File: src/rtl/dtfp_pkg.sv
// Package for the decimal text to fixed point block.
// Character codes, parser phases, default sizes, the power-of-ten table
// and the reciprocal used to turn kept fraction digits into binary.
package dtfp_pkg;

  localparam int FRAC_BITS_DEF       = 32;
  localparam int INT_BITS_DEF        = 31;
  localparam int MAX_FRAC_DIGITS_DEF = 9;

  localparam int CHAR_W  = 8;
  localparam int VALUE_W = 64;
  localparam int FRAC_W  = 30;  // holds up to nine decimal digits
  localparam int DIG_W   = 4;

  localparam logic [CHAR_W-1:0] CH_NUL   = 8'h00;
  localparam logic [CHAR_W-1:0] CH_TAB   = 8'h09;
  localparam logic [CHAR_W-1:0] CH_CR    = 8'h0d;
  localparam logic [CHAR_W-1:0] CH_SPACE = 8'h20;
  localparam logic [CHAR_W-1:0] CH_PLUS  = 8'h2b;
  localparam logic [CHAR_W-1:0] CH_MINUS = 8'h2d;
  localparam logic [CHAR_W-1:0] CH_DOT   = 8'h2e;
  localparam logic [CHAR_W-1:0] CH_ZERO  = 8'h30;
  localparam logic [CHAR_W-1:0] CH_NINE  = 8'h39;
  localparam int                TEN      = 10;

  // fraction digits are scaled up to nine before conversion
  localparam int FRAC_FULL_DIGITS = 9;
  localparam int FRAC_BITS_FULL   = 32;

  // ceil(2^83 / 10^9): (f * RECIP) >> RECIP_SHIFT == floor(f * 2^32 / 10^9) for f < 10^9
  localparam int                 RECIP_W     = 54;
  localparam int                 RECIP_SHIFT = 51;
  localparam int                 RECIP_SPLIT = 27;
  localparam logic [RECIP_W-1:0] RECIP       = 54'd9671406556917034;

  typedef enum logic [1:0] {
    PH_LEAD   = 2'd0,
    PH_INT    = 2'd1,
    PH_FRAC   = 2'd2,
    PH_FROZEN = 2'd3
  } phase_t;

  // 10^d; counts above nine read as 10^9
  function automatic logic [FRAC_W-1:0] pow10(input logic [DIG_W-1:0] d);
    logic [FRAC_W-1:0] p;
    case (d)
      4'd0:    p = 30'd1;
      4'd1:    p = 30'd10;
      4'd2:    p = 30'd100;
      4'd3:    p = 30'd1000;
      4'd4:    p = 30'd10000;
      4'd5:    p = 30'd100000;
      4'd6:    p = 30'd1000000;
      4'd7:    p = 30'd10000000;
      4'd8:    p = 30'd100000000;
      default: p = 30'd1000000000;
    endcase
    return p;
  endfunction

endpackage

File: src/rtl/decimal_text_to_fixed_point.sv
// Decimal text to signed fixed point: character parser, fraction conversion pipeline,
// output register with skid stage. Depends on dtfp_pkg.
//
//  channel | dir | tdata              | tuser      | tlast
//  s_*     | in  | [7:0] char_code    | -          | last character of string
//  m_*     | out | [63:0] value       | saturated  | -
//
// One character is taken per cycle while s_tready is high. A string end's result
// passes the scale of the fraction to nine digits, a split multiply by the
// reciprocal of 10^9, the partial-product add, then a negate stage.
// Reset (rst, synchronous) clears the parser and all valid flags.
// A result that waits on m_tready moves into a skid register; s_tready drops
// and the pipeline holds only while that skid register is full.
module decimal_text_to_fixed_point
  import dtfp_pkg::*;
#(
  parameter int FRAC_BITS       = FRAC_BITS_DEF,
  parameter int INT_BITS        = INT_BITS_DEF,
  parameter int MAX_FRAC_DIGITS = MAX_FRAC_DIGITS_DEF
) (
  input  logic               clk,
  input  logic               rst,
  input  logic               s_tvalid,
  output logic               s_tready,
  input  logic [CHAR_W-1:0]  s_tdata,   // [7:0] char_code
  input  logic               s_tlast,
  output logic               m_tvalid,
  input  logic               m_tready,
  output logic [VALUE_W-1:0] m_tdata,   // [63:0] value
  output logic               m_tuser    // [0] saturated
);

  localparam int PROD_W = INT_BITS + 4;
  localparam int PIPE_N = 4;
  localparam int PP_W   = FRAC_W + RECIP_SPLIT;
  localparam int Q_LSB  = RECIP_SHIFT - RECIP_SPLIT;
  localparam logic [INT_BITS-1:0] INT_LIMIT = {INT_BITS{1'b1}};

  typedef struct packed {
    logic [FRAC_W-1:0]    frac;
    logic [DIG_W-1:0]     dig;
    logic [INT_BITS-1:0]  ipart;
    logic                 neg;
    logic                 sat;
  } snap_t;

  typedef struct packed {
    logic [FRAC_W-1:0]    frac9;
    logic [INT_BITS-1:0]  ipart;
    logic                 neg;
    logic                 sat;
  } scaled_t;

  typedef struct packed {
    logic [PP_W-1:0]      p_hi;
    logic [PP_W-1:0]      p_lo;
    logic [INT_BITS-1:0]  ipart;
    logic                 neg;
    logic                 sat;
  } prod_t;

  typedef struct packed {
    logic [VALUE_W-1:0]   mag;
    logic                 neg;
    logic                 sat;
  } mag_t;

  typedef struct packed {
    logic [VALUE_W-1:0] value;
    logic               sat;
  } result_t;

  // parser state
  phase_t              phase, phase_next;
  logic                negative, negative_next;
  logic [INT_BITS-1:0] int_accum, int_accum_next;
  logic [FRAC_W-1:0]   frac_accum, frac_accum_next;
  logic [DIG_W-1:0]    frac_digits, frac_digits_next;
  logic                overflow_seen, overflow_seen_next;

  // values after the current character
  phase_t              ph_t;
  logic                neg_t, sat_t;
  logic [INT_BITS-1:0] int_t;
  logic [FRAC_W-1:0]   frac_t;
  logic [DIG_W-1:0]    fd_t;

  logic                accept, end_item, is_nul, is_digit, is_blank;
  logic [DIG_W-1:0]    dig_val;
  logic [PROD_W-1:0]   int_prod;
  logic                int_over;
  logic [FRAC_W+3:0]   frac_prod;

  logic                      enable;
  logic [PIPE_N-1:0]         sv;
  snap_t                     st_in, st0;
  scaled_t                   st1;
  prod_t                     st2;
  mag_t                      st3;
  logic [2*FRAC_W-1:0]       scale_prod;
  logic [PP_W:0]             upper;
  logic [FRAC_BITS_FULL-1:0] q_full;

  result_t             res, out_reg, skid;
  logic                res_v, out_valid, skid_valid, out_free;

  assign enable   = !skid_valid;
  assign s_tready = enable;
  assign accept   = s_tvalid && s_tready;

  assign is_nul   = (s_tdata == CH_NUL);
  assign is_digit = (s_tdata >= CH_ZERO) && (s_tdata <= CH_NINE);
  assign is_blank = (s_tdata == CH_SPACE) || ((s_tdata >= CH_TAB) && (s_tdata <= CH_CR));
  assign dig_val  = DIG_W'(s_tdata - CH_ZERO);
  assign end_item = is_nul || s_tlast;

  assign int_prod  = PROD_W'(int_accum) * PROD_W'(TEN) + PROD_W'(dig_val);
  assign int_over  = int_prod > PROD_W'(INT_LIMIT);
  assign frac_prod = (FRAC_W+4)'(frac_accum) * (FRAC_W+4)'(TEN) + (FRAC_W+4)'(dig_val);

  always_ff @(posedge clk) begin
    if (rst) begin
      phase         <= PH_LEAD;
      negative      <= 1'b0;
      int_accum     <= '0;
      frac_accum    <= '0;
      frac_digits   <= '0;
      overflow_seen <= 1'b0;
    end else begin
      phase         <= phase_next;
      negative      <= negative_next;
      int_accum     <= int_accum_next;
      frac_accum    <= frac_accum_next;
      frac_digits   <= frac_digits_next;
      overflow_seen <= overflow_seen_next;
    end
  end

  always_comb begin
    ph_t   = phase;
    neg_t  = negative;
    int_t  = int_accum;
    sat_t  = overflow_seen;
    frac_t = frac_accum;
    fd_t   = frac_digits;
    if (!is_nul) begin
      case (phase)
        PH_LEAD: begin
          if (is_blank) begin
            ph_t = PH_LEAD;
          end else if (s_tdata == CH_MINUS) begin
            neg_t = 1'b1;
            ph_t  = PH_INT;
          end else if (s_tdata == CH_PLUS) begin
            ph_t = PH_INT;
          end else if (is_digit) begin
            int_t = int_over ? INT_LIMIT : int_prod[INT_BITS-1:0];
            sat_t = overflow_seen || int_over;
            ph_t  = PH_INT;
          end else if (s_tdata == CH_DOT) begin
            ph_t = PH_FRAC;
          end else begin
            ph_t = PH_FROZEN;
          end
        end
        PH_INT: begin
          if (is_digit) begin
            int_t = int_over ? INT_LIMIT : int_prod[INT_BITS-1:0];
            sat_t = overflow_seen || int_over;
          end else if (s_tdata == CH_DOT) begin
            ph_t = PH_FRAC;
          end else begin
            ph_t = PH_FROZEN;
          end
        end
        PH_FRAC: begin
          if (is_digit) begin
            if (frac_digits < DIG_W'(MAX_FRAC_DIGITS)) begin
              frac_t = frac_prod[FRAC_W-1:0];
              fd_t   = frac_digits + 1'b1;
            end
          end else begin
            ph_t = PH_FROZEN;
          end
        end
        default: begin
          ph_t = PH_FROZEN;
        end
      endcase
    end

    phase_next         = phase;
    negative_next      = negative;
    int_accum_next     = int_accum;
    frac_accum_next    = frac_accum;
    frac_digits_next   = frac_digits;
    overflow_seen_next = overflow_seen;
    if (accept) begin
      if (end_item) begin
        phase_next         = PH_LEAD;
        negative_next      = 1'b0;
        int_accum_next     = '0;
        frac_accum_next    = '0;
        frac_digits_next   = '0;
        overflow_seen_next = 1'b0;
      end else begin
        phase_next         = ph_t;
        negative_next      = neg_t;
        int_accum_next     = int_t;
        frac_accum_next    = frac_t;
        frac_digits_next   = fd_t;
        overflow_seen_next = sat_t;
      end
    end
  end

  always_comb begin
    st_in.frac  = frac_t;
    st_in.dig   = fd_t;
    st_in.ipart = int_t;
    st_in.neg   = neg_t;
    st_in.sat   = sat_t;
  end

  // frac / 10^dig == frac9 / 10^9, then frac9 * 2^32 / 10^9 by reciprocal
  assign scale_prod = (2*FRAC_W)'(st0.frac) *
                      (2*FRAC_W)'(pow10(DIG_W'(FRAC_FULL_DIGITS) - st0.dig));
  assign upper      = (PP_W+1)'(st2.p_hi) + (PP_W+1)'(st2.p_lo[PP_W-1:RECIP_SPLIT]);
  assign q_full     = upper[Q_LSB +: FRAC_BITS_FULL];

  always_ff @(posedge clk) begin
    if (rst) begin
      sv <= '0;
    end else if (enable) begin
      sv <= {sv[PIPE_N-2:0], accept && end_item};
    end
  end

  always_ff @(posedge clk) begin
    if (enable) begin
      st0       <= st_in;
      st1.frac9 <= scale_prod[FRAC_W-1:0];
      st1.ipart <= st0.ipart;
      st1.neg   <= st0.neg;
      st1.sat   <= st0.sat;
      st2.p_hi  <= PP_W'(st1.frac9) * PP_W'(RECIP[RECIP_W-1:RECIP_SPLIT]);
      st2.p_lo  <= PP_W'(st1.frac9) * PP_W'(RECIP[RECIP_SPLIT-1:0]);
      st2.ipart <= st1.ipart;
      st2.neg   <= st1.neg;
      st2.sat   <= st1.sat;
      st3.mag   <= VALUE_W'({st2.ipart, q_full[FRAC_BITS_FULL-1 -: FRAC_BITS]});
      st3.neg   <= st2.neg;
      st3.sat   <= st2.sat;
    end
  end

  // sign of the finished value
  always_comb begin
    res.value = st3.neg ? (VALUE_W'(0) - st3.mag) : st3.mag;
    res.sat   = st3.sat;
  end

  assign res_v    = enable && sv[PIPE_N-1];
  assign out_free = !out_valid || m_tready;

  always_ff @(posedge clk) begin
    if (rst) begin
      out_valid  <= 1'b0;
      skid_valid <= 1'b0;
    end else if (skid_valid) begin
      if (m_tready) begin
        out_reg    <= skid;
        out_valid  <= 1'b1;
        skid_valid <= 1'b0;
      end
    end else if (res_v) begin
      if (out_free) begin
        out_reg   <= res;
        out_valid <= 1'b1;
      end else begin
        skid       <= res;
        skid_valid <= 1'b1;
      end
    end else if (m_tready) begin
      out_valid <= 1'b0;
    end
  end

  assign m_tvalid = out_valid;
  assign m_tdata  = out_reg.value;
  assign m_tuser  = out_reg.sat;

endmodule

File: config.mk
export PLATFORM = sky130hd
export DESIGN_NAME = decimal_text_to_fixed_point
export DESIGN_NICKNAME = d
export VERILOG_FILES = /design/src/rtl/dtfp_pkg.sv /design/src/rtl/decimal_text_to_fixed_point.sv
export SDC_FILE = /design/constraint.sdc
export NUM_CORES = 2
export LEC_CHECK = 0
export ABC_AREA = 1
export BUFFER_PORTS_ARGS = -buffer_cell sky130_fd_sc_hd__buf_2
export CORE_MARGIN = 4
export CORE_UTILIZATION = 50
export DETAILED_ROUTE_END_ITERATION = 10
export MAX_ROUTING_LAYER = met4
export PLACE_DENSITY = 0.68
export SLEW_MARGIN = 20
export SYNTH_ARGS = -nofsm -noshare
export SYNTH_HDL_FRONTEND = slang
export SYNTH_SLANG_ARGS = --single-unit
File: constraint.sdc
create_clock -name clk -period 10.28 [get_ports clk]
set_input_delay 2.056 -clock clk [delete_from_list [all_inputs] [get_ports clk]]
set_output_delay 2.056 -clock clk [all_outputs]
set_load 0.03 [all_outputs]
# Word-level counts from Yosys, hierarchy flattened

Memories as Yosys holds them, arrays and structs flattened.
Index checks and enable logic that the tools add are counted.

Add/subtract/negate cells: 7
Multiply operators: 5
Magnitude comparators: 6
Equality and inequality tests: 11
Mux-type cells: 54
Bitwise operators: 3
Reductions and logical operators: 20

Operator list:

| operator                                                                           | number |
|---|---|
| 65-bit 2-to-1 mux                                                                  | 4 |
| 31-bit 2-to-1 mux                                                                  | 7 |
| 30-bit 2-to-1 mux                                                                  | 5 |
| 64-bit 2-to-1 mux                                                                  | 1 |
| 1-bit by 63-bit subtractor with 64-bit output (first input constant)               | 1 |
| 31-bit one-hot mux with 2 select lines                                             | 1 |
| 56-bit by 26-bit adder with 56-bit output                                          | 1 |
| 30-bit by 26-bit multiplier with 55-bit output (second input constant)             | 1 |
| 30-bit by 22-bit multiplier with 52-bit output (second input constant)             | 1 |
| 35-bit by 4-bit adder with 35-bit output                                           | 1 |
| 35-bit by 31-bit greater-than comparator with 1-bit output (second input constant) | 1 |
| 31-bit by 3-bit multiplier with 34-bit output (second input constant)              | 1 |
| 8-bit by 6-bit == test with 1-bit output (second input constant)                   | 4 |
| 30-bit by 4-bit adder with 30-bit output                                           | 1 |
| 30-bit by 3-bit multiplier with 29-bit output (second input constant)              | 1 |
| 30-bit by 30-bit multiplier with 30-bit output                                     | 1 |
| 1-bit 2-to-1 mux                                                                   | 21 |
| 4-bit 2-to-1 mux                                                                   | 5 |
| 2-bit 2-to-1 mux                                                                   | 8 |
| 4-bit AND reduction                                                                | 3 |
| 8-bit by 4-bit >= comparator with 1-bit output (second input constant)             | 1 |
| 8-bit by 6-bit >= comparator with 1-bit output (second input constant)             | 1 |
| 8-bit by 4-bit less-or-equal comparator with 1-bit output (second input constant)  | 1 |
| 8-bit by 6-bit less-or-equal comparator with 1-bit output (second input constant)  | 1 |
| other kinds (19)                                                                   | 33 |

Bits in registers: 540
ROM bits: 480
Input bits: 13
Output and inout port bits: 67
Word-level logic and storage cells: 137
Memories kept: 1

Memories:

| name             | depth | bits a word | rd ports | clocked after Yosys merged registers in | wr ports | RTL line       | source |
|---|---|---|---|---|---|---|---|
| (name not given) | 16    | 30          | 1        | 0                                       | 0        | dtfp_pkg.sv:46 | `case (d)` |

# Depth between registers and ports, before layout

Depth in word-level cells: 11
Mapped depth: 39
Depth with buffers taken out: 38

# Worst setup path before layout

No wires, ideal clock.

Kind: reg-to-output
Start point: register skid_valid
End point: output port s_tready
Data arrival time: 9.146 ns
Required time: 8.224 ns
Slack: -0.922 ns
Cell stages (with the launch flop): 3
Buffers on the path: 1
Path through: dfxtp_1 inv_1 clkbuf_1

Word-level cells in the longest chain between the ends: 1

Ends and longest elaborated chain:

| element                | RTL line                           | source |
|---|---|---|
| from (decl)            | decimal_text_to_fixed_point.sv:105 | `logic res_v, out_valid, skid_valid, out_free;` |
| from (signal assigned) | decimal_text_to_fixed_point.sv:269 | `skid_valid <= 1'b0;` |
| from (signal assigned) | decimal_text_to_fixed_point.sv:274 | `skid_valid <= 1'b0;` |
| from (signal assigned) | decimal_text_to_fixed_point.sv:282 | `skid_valid <= 1'b1;` |
| 1-bit logical NOT      | decimal_text_to_fixed_point.sv:107 | `assign enable = !skid_valid;` |
| to (decl)              | decimal_text_to_fixed_point.sv:24  | `output logic s_tready,` |

Every way passes these cells.

# Final worst setup path

Start point: register st0[34] (netlist bit)
End point: register st1[60] (netlist bit) (data pin)

Word-level cells in the longest chain between the ends: 3

Ends and longest elaborated chain:

| element                                        | RTL line                           | source |
|---|---|---|
| from (decl)                                    | decimal_text_to_fixed_point.sv:96  | `snap_t st_in, st0;` |
| from (signal assigned)                         | decimal_text_to_fixed_point.sv:241 | `st0 <= st_in;` |
| 4-bit subtractor                               | decimal_text_to_fixed_point.sv:227 | `(2*FRAC_W)'(pow10(DIG_W'(FRAC_FULL_DIGITS) - st0.dig));` |
| memory read 16 x 30 bit                        | -                                  |  |
| 30-bit by 30-bit multiplier with 30-bit output | decimal_text_to_fixed_point.sv:226 | `assign scale_prod = (2*FRAC_W)'(st0.frac) *` |
| via scale_prod[27]                             | decimal_text_to_fixed_point.sv:100 | `logic [2*FRAC_W-1:0] scale_prod;` |
| to (decl)                                      | decimal_text_to_fixed_point.sv:97  | `scaled_t st1;` |

The timed path passes the listed nets, and every way through them passes these cells.
A chain may end at the register's enable or synchronous reset.

==> report_table.html <==
<table>
<tr><th>Metric</th><th>Value</th></tr>
<tr><th colspan="2">Floorplan</th></tr>
<tr><td>Num ports</td><td>80</td></tr>
<tr><td>Number of rows created at floorplan</td><td>130</td></tr>
<tr><td>Core Region</td><td>0.1264 sq mm</td></tr>
<tr><td>Starting Density</td><td>50.61%</td></tr>
<tr><td>Die area</td><td>0.1337 sq mm</td></tr>
<tr><td>Die Y</td><td>365.7 microns</td></tr>
<tr><td>Die width</td><td>365.7 microns</td></tr>
<tr><th colspan="2">Critical path</th></tr>
<tr><td>Critical path peak fanout</td><td>15</td></tr>
<tr><td>Category of the critical setup timing path</td><td>reg -&gt; reg</td></tr>
<tr><td>Worst endpoint data arrival time</td><td>9700 ps</td></tr>
<tr><td>Startpoint type of the worst setup path</td><td>register</td></tr>
<tr><td>Worst path required time</td><td>10690 ps</td></tr>
<tr><td>Most numerous cell on the critical path</td><td>sky130_fd_sc_hd__inv_1</td></tr>
<tr><td>Delay of the slowest cell on the worst path</td><td>570 ps</td></tr>
<tr><td>Critical-path top delay cell</td><td>sky130_fd_sc_hd__nand2_1</td></tr>
<tr><td>Critical path capture point type</td><td>register</td></tr>
<tr><th colspan="2">Synth</th></tr>
<tr><td>Mean instance size in the synthesized netlist</td><td>9.114 sq um</td></tr>
<tr><td>Syn. warnings</td><td>0</td></tr>
<tr><td>Sequential-to-total area share from yosys stat</td><td>22.91%</td></tr>
<tr><td>Cells after synthesis</td><td>7019</td></tr>
<tr><td>Count of state elements after synthesis</td><td>513</td></tr>
<tr><td>Number of flops mapped to enable cells by yosys</td><td>438</td></tr>
<tr><td>Total nets after synthesis</td><td>8712</td></tr>
<tr><td>Synthesized area</td><td>0.06397 sq mm</td></tr>
<tr><td>Most instantiated flip-flop cell in the synthesis netlist</td><td>sky130_fd_sc_hd__edfxtp_1</td></tr>
<tr><td>Share of async-settable or async-resettable flops after synthesis</td><td>0%</td></tr>
<tr><td>Post-synth cell types</td><td>61</td></tr>
<tr><th colspan="2">Global route</th></tr>
<tr><td>Leftover overflow at the end of global routing</td><td>0</td></tr>
<tr><td>All-layer global routing usage</td><td>28.08%</td></tr>
<tr><td>Number of antenna violations at the first check in global routing</td><td>7</td></tr>
<tr><td>First-pass GRT wire length</td><td>279700 microns</td></tr>
<tr><td>Maximum number of pins on one net before global-route repair</td><td>81</td></tr>
<tr><td>Vias in the first global route</td><td>48730</td></tr>
<tr><th colspan="2">Timing</th></tr>
<tr><td>Worst max-slew margin expressed relative to the limit</td><td>21.94%</td></tr>
<tr><td>Worst clock skew</td><td>44.38 ps</td></tr>
<tr><td>Unrepaired setup endpoints after global routing</td><td>false</td></tr>
<tr><td>Endpoints failing hold</td><td>0</td></tr>
<tr><td>Final WS setup</td><td>988.4 ps</td></tr>
<tr><td>Final critical-path required period</td><td>9292 ps</td></tr>
<tr><td>Final Max Tran Viols</td><td>0</td></tr>
<tr><td>Setup Viol. Count Final</td><td>0</td></tr>
<tr><td>Measured slew at the worst slew-check pin</td><td>1171 ps</td></tr>
<tr><td>Max Freq</td><td>0.1076 GHz</td></tr>
<tr><td>Tcrit/Tclk final</td><td>90.39%</td></tr>
<tr><td>Fin Setup TNS</td><td>0 ps</td></tr>
<tr><th colspan="2">Finish</th></tr>
<tr><td>Layout cell share with drive strength beyond 1</td><td>4.585%</td></tr>
<tr><td>Final layout net count</td><td>8783</td></tr>
<tr><td>Layout filler cell count</td><td>11430</td></tr>
<tr><td>Sequential cell area</td><td>0.01466 sq mm</td></tr>
<tr><td>Multi-input logic area</td><td>0.04308 sq mm</td></tr>
<tr><td>Layout-stage area growth over the synthesis result</td><td>6.558%</td></tr>
<tr><td>Layout Cells excl Fill</td><td>8787</td></tr>
<tr><th colspan="2">Placement</th></tr>
<tr><td>Placed cell count</td><td>8683</td></tr>
<tr><td>Post-DP HPWL</td><td>148100 microns</td></tr>
<tr><td>PortBufs</td><td>79</td></tr>
<tr><td>Placer Congestion</td><td>1.031</td></tr>
<tr><td>Post-placement worst setup slack</td><td>1124 ps</td></tr>
<tr><th colspan="2">Clock tree</th></tr>
<tr><td># Post-CTS Setup Buffers</td><td>0</td></tr>
<tr><td>CTS root buffer</td><td>sky130_fd_sc_hd__clkbuf_16</td></tr>
<tr><td>Number of clock sinks seen by CTS</td><td>513</td></tr>
<tr><td>Number of buffers added to fix hold violations after cts</td><td>0</td></tr>
<tr><td>Number of buffers created by CTS</td><td>55</td></tr>
<tr><td>Resized cells post-CTS</td><td>0</td></tr>
<tr><td>CTS tree</td><td>yes</td></tr>
<tr><td>H-tree levels</td><td>2</td></tr>
<tr><td>Later-pin clock latency in the skew report</td><td>670 ps</td></tr>
<tr><td>Clock Path Buffers</td><td>3</td></tr>
<tr><td>Clock-pin slew on the worst setup and hold paths</td><td>60 ps</td></tr>
<tr><th colspan="2">Drt</th></tr>
<tr><td>Drt total wl</td><td>178000 microns</td></tr>
<tr><td>Via-per-instance ratio</td><td>5.368</td></tr>
<tr><td>Vias</td><td>47170</td></tr>
<tr><td>Wire length per cell</td><td>20.26 microns</td></tr>
<tr><td>First-pass detailed-route iteration total</td><td>5</td></tr>
<tr><td>Number of violations reported at the end of detailed-routing iteration 0</td><td>4036</td></tr>
<tr><td>Number of antenna-violating nets in the routed design</td><td>0</td></tr>
<tr><td>Number of DRC violations after detailed routing</td><td>0</td></tr>
<tr><th colspan="2">Pwr</th></tr>
<tr><td>Power, Total</td><td>5.018 mW</td></tr>
<tr><td>Leakage power</td><td>35.32 nW</td></tr>
<tr><td>Maximum VDD drop</td><td>122.4 uV</td></tr>
<tr><td>Pwr Density</td><td>73.61 mW/mm^2</td></tr>
<tr><th colspan="2">Flow run</th></tr>
<tr><td>Count of max-cap constraint violations</td><td>0</td></tr>
<tr><th colspan="2">Run status</th></tr>
<tr><td>Result of the run</td><td>complete, no violations</td></tr>
<tr><th colspan="2">Hold path</th></tr>
<tr><td>Type of the most critical hold path</td><td>reg -&gt; reg</td></tr>
</table>
cell families (layout without fill, tap and decap cells):
logic type / after synthesis / count (layout) / synth area share [%]
simple gates: 2229 / 2229 / 14.40
fa+ha+maj: 1680 / 1680 / 43.11
buf+inv: 1658 / 1771 / 9.795
compound gates: 633 / 633 / 5.541
flops: 513 / 513 / 22.91
xor+xnor: 306 / 306 / 4.246
other cells: 0 / 5 / 0
layout make-up:
| type | instances | share of cell area, % |
|---|---|---|
| multi-input cells | 4848 | 63.20 |
| flip-flops and latches | 513 | 21.50 |
| inverters | 1537 | 8.475 |
| well taps | 1650 | 3.029 |
| clock buffers | 63 | 2.063 |
| repair buffers | 135 | 1.197 |
| clock inverters | 36 | 0.5158 |
| diodes | 5 | 0.01836 |
sequential cells by signal (all words and copies together) (netlist names), 30 cells and up:
name	flops
frac_accum	30
int_accum	31
m_tdata	64
skid	65
st0	67
st1	63
st2	113
st3	64
cells in the mapped netlist, types with 3 or more instances:
cell type | n | area share, %
sky130_fd_sc_hd__nand2_2 | 21 | 0.21
sky130_fd_sc_hd__or2_2 | 17 | 0.17
sky130_fd_sc_hd__nand3_1 | 138 | 1.1
sky130_fd_sc_hd__nor2_4 | 3 | 0.053
sky130_fd_sc_hd__clkinv_1 | 5 | 0.029
sky130_fd_sc_hd__inv_2 | 5 | 0.029
sky130_fd_sc_hd__nor3_2 | 6 | 0.094
sky130_fd_sc_hd__buf_1 | 16 | 0.094
sky130_fd_sc_hd__nand3_2 | 14 | 0.22
sky130_fd_sc_hd__o21ai_0 | 152 | 1.2
sky130_fd_sc_hd__nand4_1 | 53 | 0.52
sky130_fd_sc_hd__and3_1 | 7 | 0.068
sky130_fd_sc_hd__o2111ai_1 | 4 | 0.055
sky130_fd_sc_hd__and2_1 | 6 | 0.059
sky130_fd_sc_hd__xor2_1 | 192 | 2.6
sky130_fd_sc_hd__dfxtp_1 | 75 | 2.3
sky130_fd_sc_hd__a21o_1 | 6 | 0.070
sky130_fd_sc_hd__nor2_2 | 21 | 0.21
sky130_fd_sc_hd__a21oi_2 | 9 | 0.12
sky130_fd_sc_hd__a21oi_1 | 327 | 2.6
sky130_fd_sc_hd__buf_2 | 10 | 0.078
sky130_fd_sc_hd__a221oi_1 | 3 | 0.041
sky130_fd_sc_hd__nand2_1 | 1349 | 7.9
sky130_fd_sc_hd__o221ai_1 | 10 | 0.14
sky130_fd_sc_hd__buf_6 | 4 | 0.070
sky130_fd_sc_hd__xnor2_1 | 110 | 1.5
sky130_fd_sc_hd__o21ai_1 | 18 | 0.14
sky130_fd_sc_hd__o21bai_1 | 13 | 0.15
sky130_fd_sc_hd__o211ai_1 | 22 | 0.26
sky130_fd_sc_hd__nor3_1 | 52 | 0.41
sky130_fd_sc_hd__nor4_1 | 22 | 0.22
sky130_fd_sc_hd__a211oi_1 | 4 | 0.047
sky130_fd_sc_hd__a31oi_1 | 16 | 0.16
sky130_fd_sc_hd__clkbuf_1 | 91 | 0.53
sky130_fd_sc_hd__inv_1 | 1527 | 9.0
sky130_fd_sc_hd__ha_1 | 807 | 16
sky130_fd_sc_hd__edfxtp_1 | 438 | 21
sky130_fd_sc_hd__nor2_1 | 499 | 2.9
sky130_fd_sc_hd__or4_1 | 3 | 0.035
sky130_fd_sc_hd__o31ai_1 | 13 | 0.15
sky130_fd_sc_hd__o21a_1 | 16 | 0.19
sky130_fd_sc_hd__a21boi_0 | 7 | 0.082
sky130_fd_sc_hd__fa_1 | 873 | 27
sky130_fd_sc_hd__nand3b_1 | 12 | 0.14
power by group:
part           internal [mW]  leakage (nW)  switching [mW]
registers               2.33          5.60          0.0575
clock network           1.09         0.851           0.884
logic                  0.231          28.9           0.421
critical path: cells and delay by family, from the launching register on:
kind	cells	cell delay, ps
AOI/OAI and AO/OA	3	660
adders and majority gates	10	4600
buffers and inverters	11	1830
DFF	1	500
and+or+nand+nor	10	1410
final timing paths:
| kind | cells past startpoint | startpoint | end | slack (ps) |
|---|---|---|---|---|
| setup reg to reg | 34 | st0[34] | st1[60] | 990 |
| hold / removal | 0 | st0[7] | st1[7] | 420 |
| hold reg to reg | 0 | st0[7] | st1[7] | 420 |
| setup / recovery | 34 | st0[34] | st1[60] | 990 |
per-stage QoR:
stage                     utilization (%)  area (sq um)  hold WS [ps]
after floorplan                         -         63970         400.3
after global placement              52.53         66390         400.5
after detailed placement            52.53         66390         404.5
after CTS                           53.92         68150         414.0
after global routing                53.93         68160         422.3
final                               53.93         68160         416.3
placed cells by master, fill, tap and decap left out, types with 16 or more instances in the layout:
master	instances
sky130_fd_sc_hd__inv_1	1526
sky130_fd_sc_hd__nand2_1	1348
sky130_fd_sc_hd__fa_1	873
sky130_fd_sc_hd__ha_1	807
sky130_fd_sc_hd__nor2_1	496
sky130_fd_sc_hd__edfxtp_1	438
sky130_fd_sc_hd__a21oi_1	327
sky130_fd_sc_hd__xor2_1	192
sky130_fd_sc_hd__o21ai_0	152
sky130_fd_sc_hd__nand3_1	138
sky130_fd_sc_hd__xnor2_1	110
sky130_fd_sc_hd__buf_2	79
sky130_fd_sc_hd__dfxtp_1	74
sky130_fd_sc_hd__buf_4	56
sky130_fd_sc_hd__clkbuf_16	55
sky130_fd_sc_hd__nand4_1	53
sky130_fd_sc_hd__nor3_1	51
sky130_fd_sc_hd__nor4_1	22
sky130_fd_sc_hd__o211ai_1	22
sky130_fd_sc_hd__nand2_2	22
sky130_fd_sc_hd__nor2_2	21
sky130_fd_sc_hd__o21ai_1	18
sky130_fd_sc_hd__or2_2	17
sky130_fd_sc_hd__o21a_1	16
sky130_fd_sc_hd__clkinv_1	16
sky130_fd_sc_hd__a31oi_1	16
metal layers:
metal  part of all wire (%)  GRT usage [%]
met1                     44          38.00
met2                     45          43.42
met3                    7.5          4.495
met4                    3.9          9.344
met5                      0              -
Power figures use the tool's default switching activity.
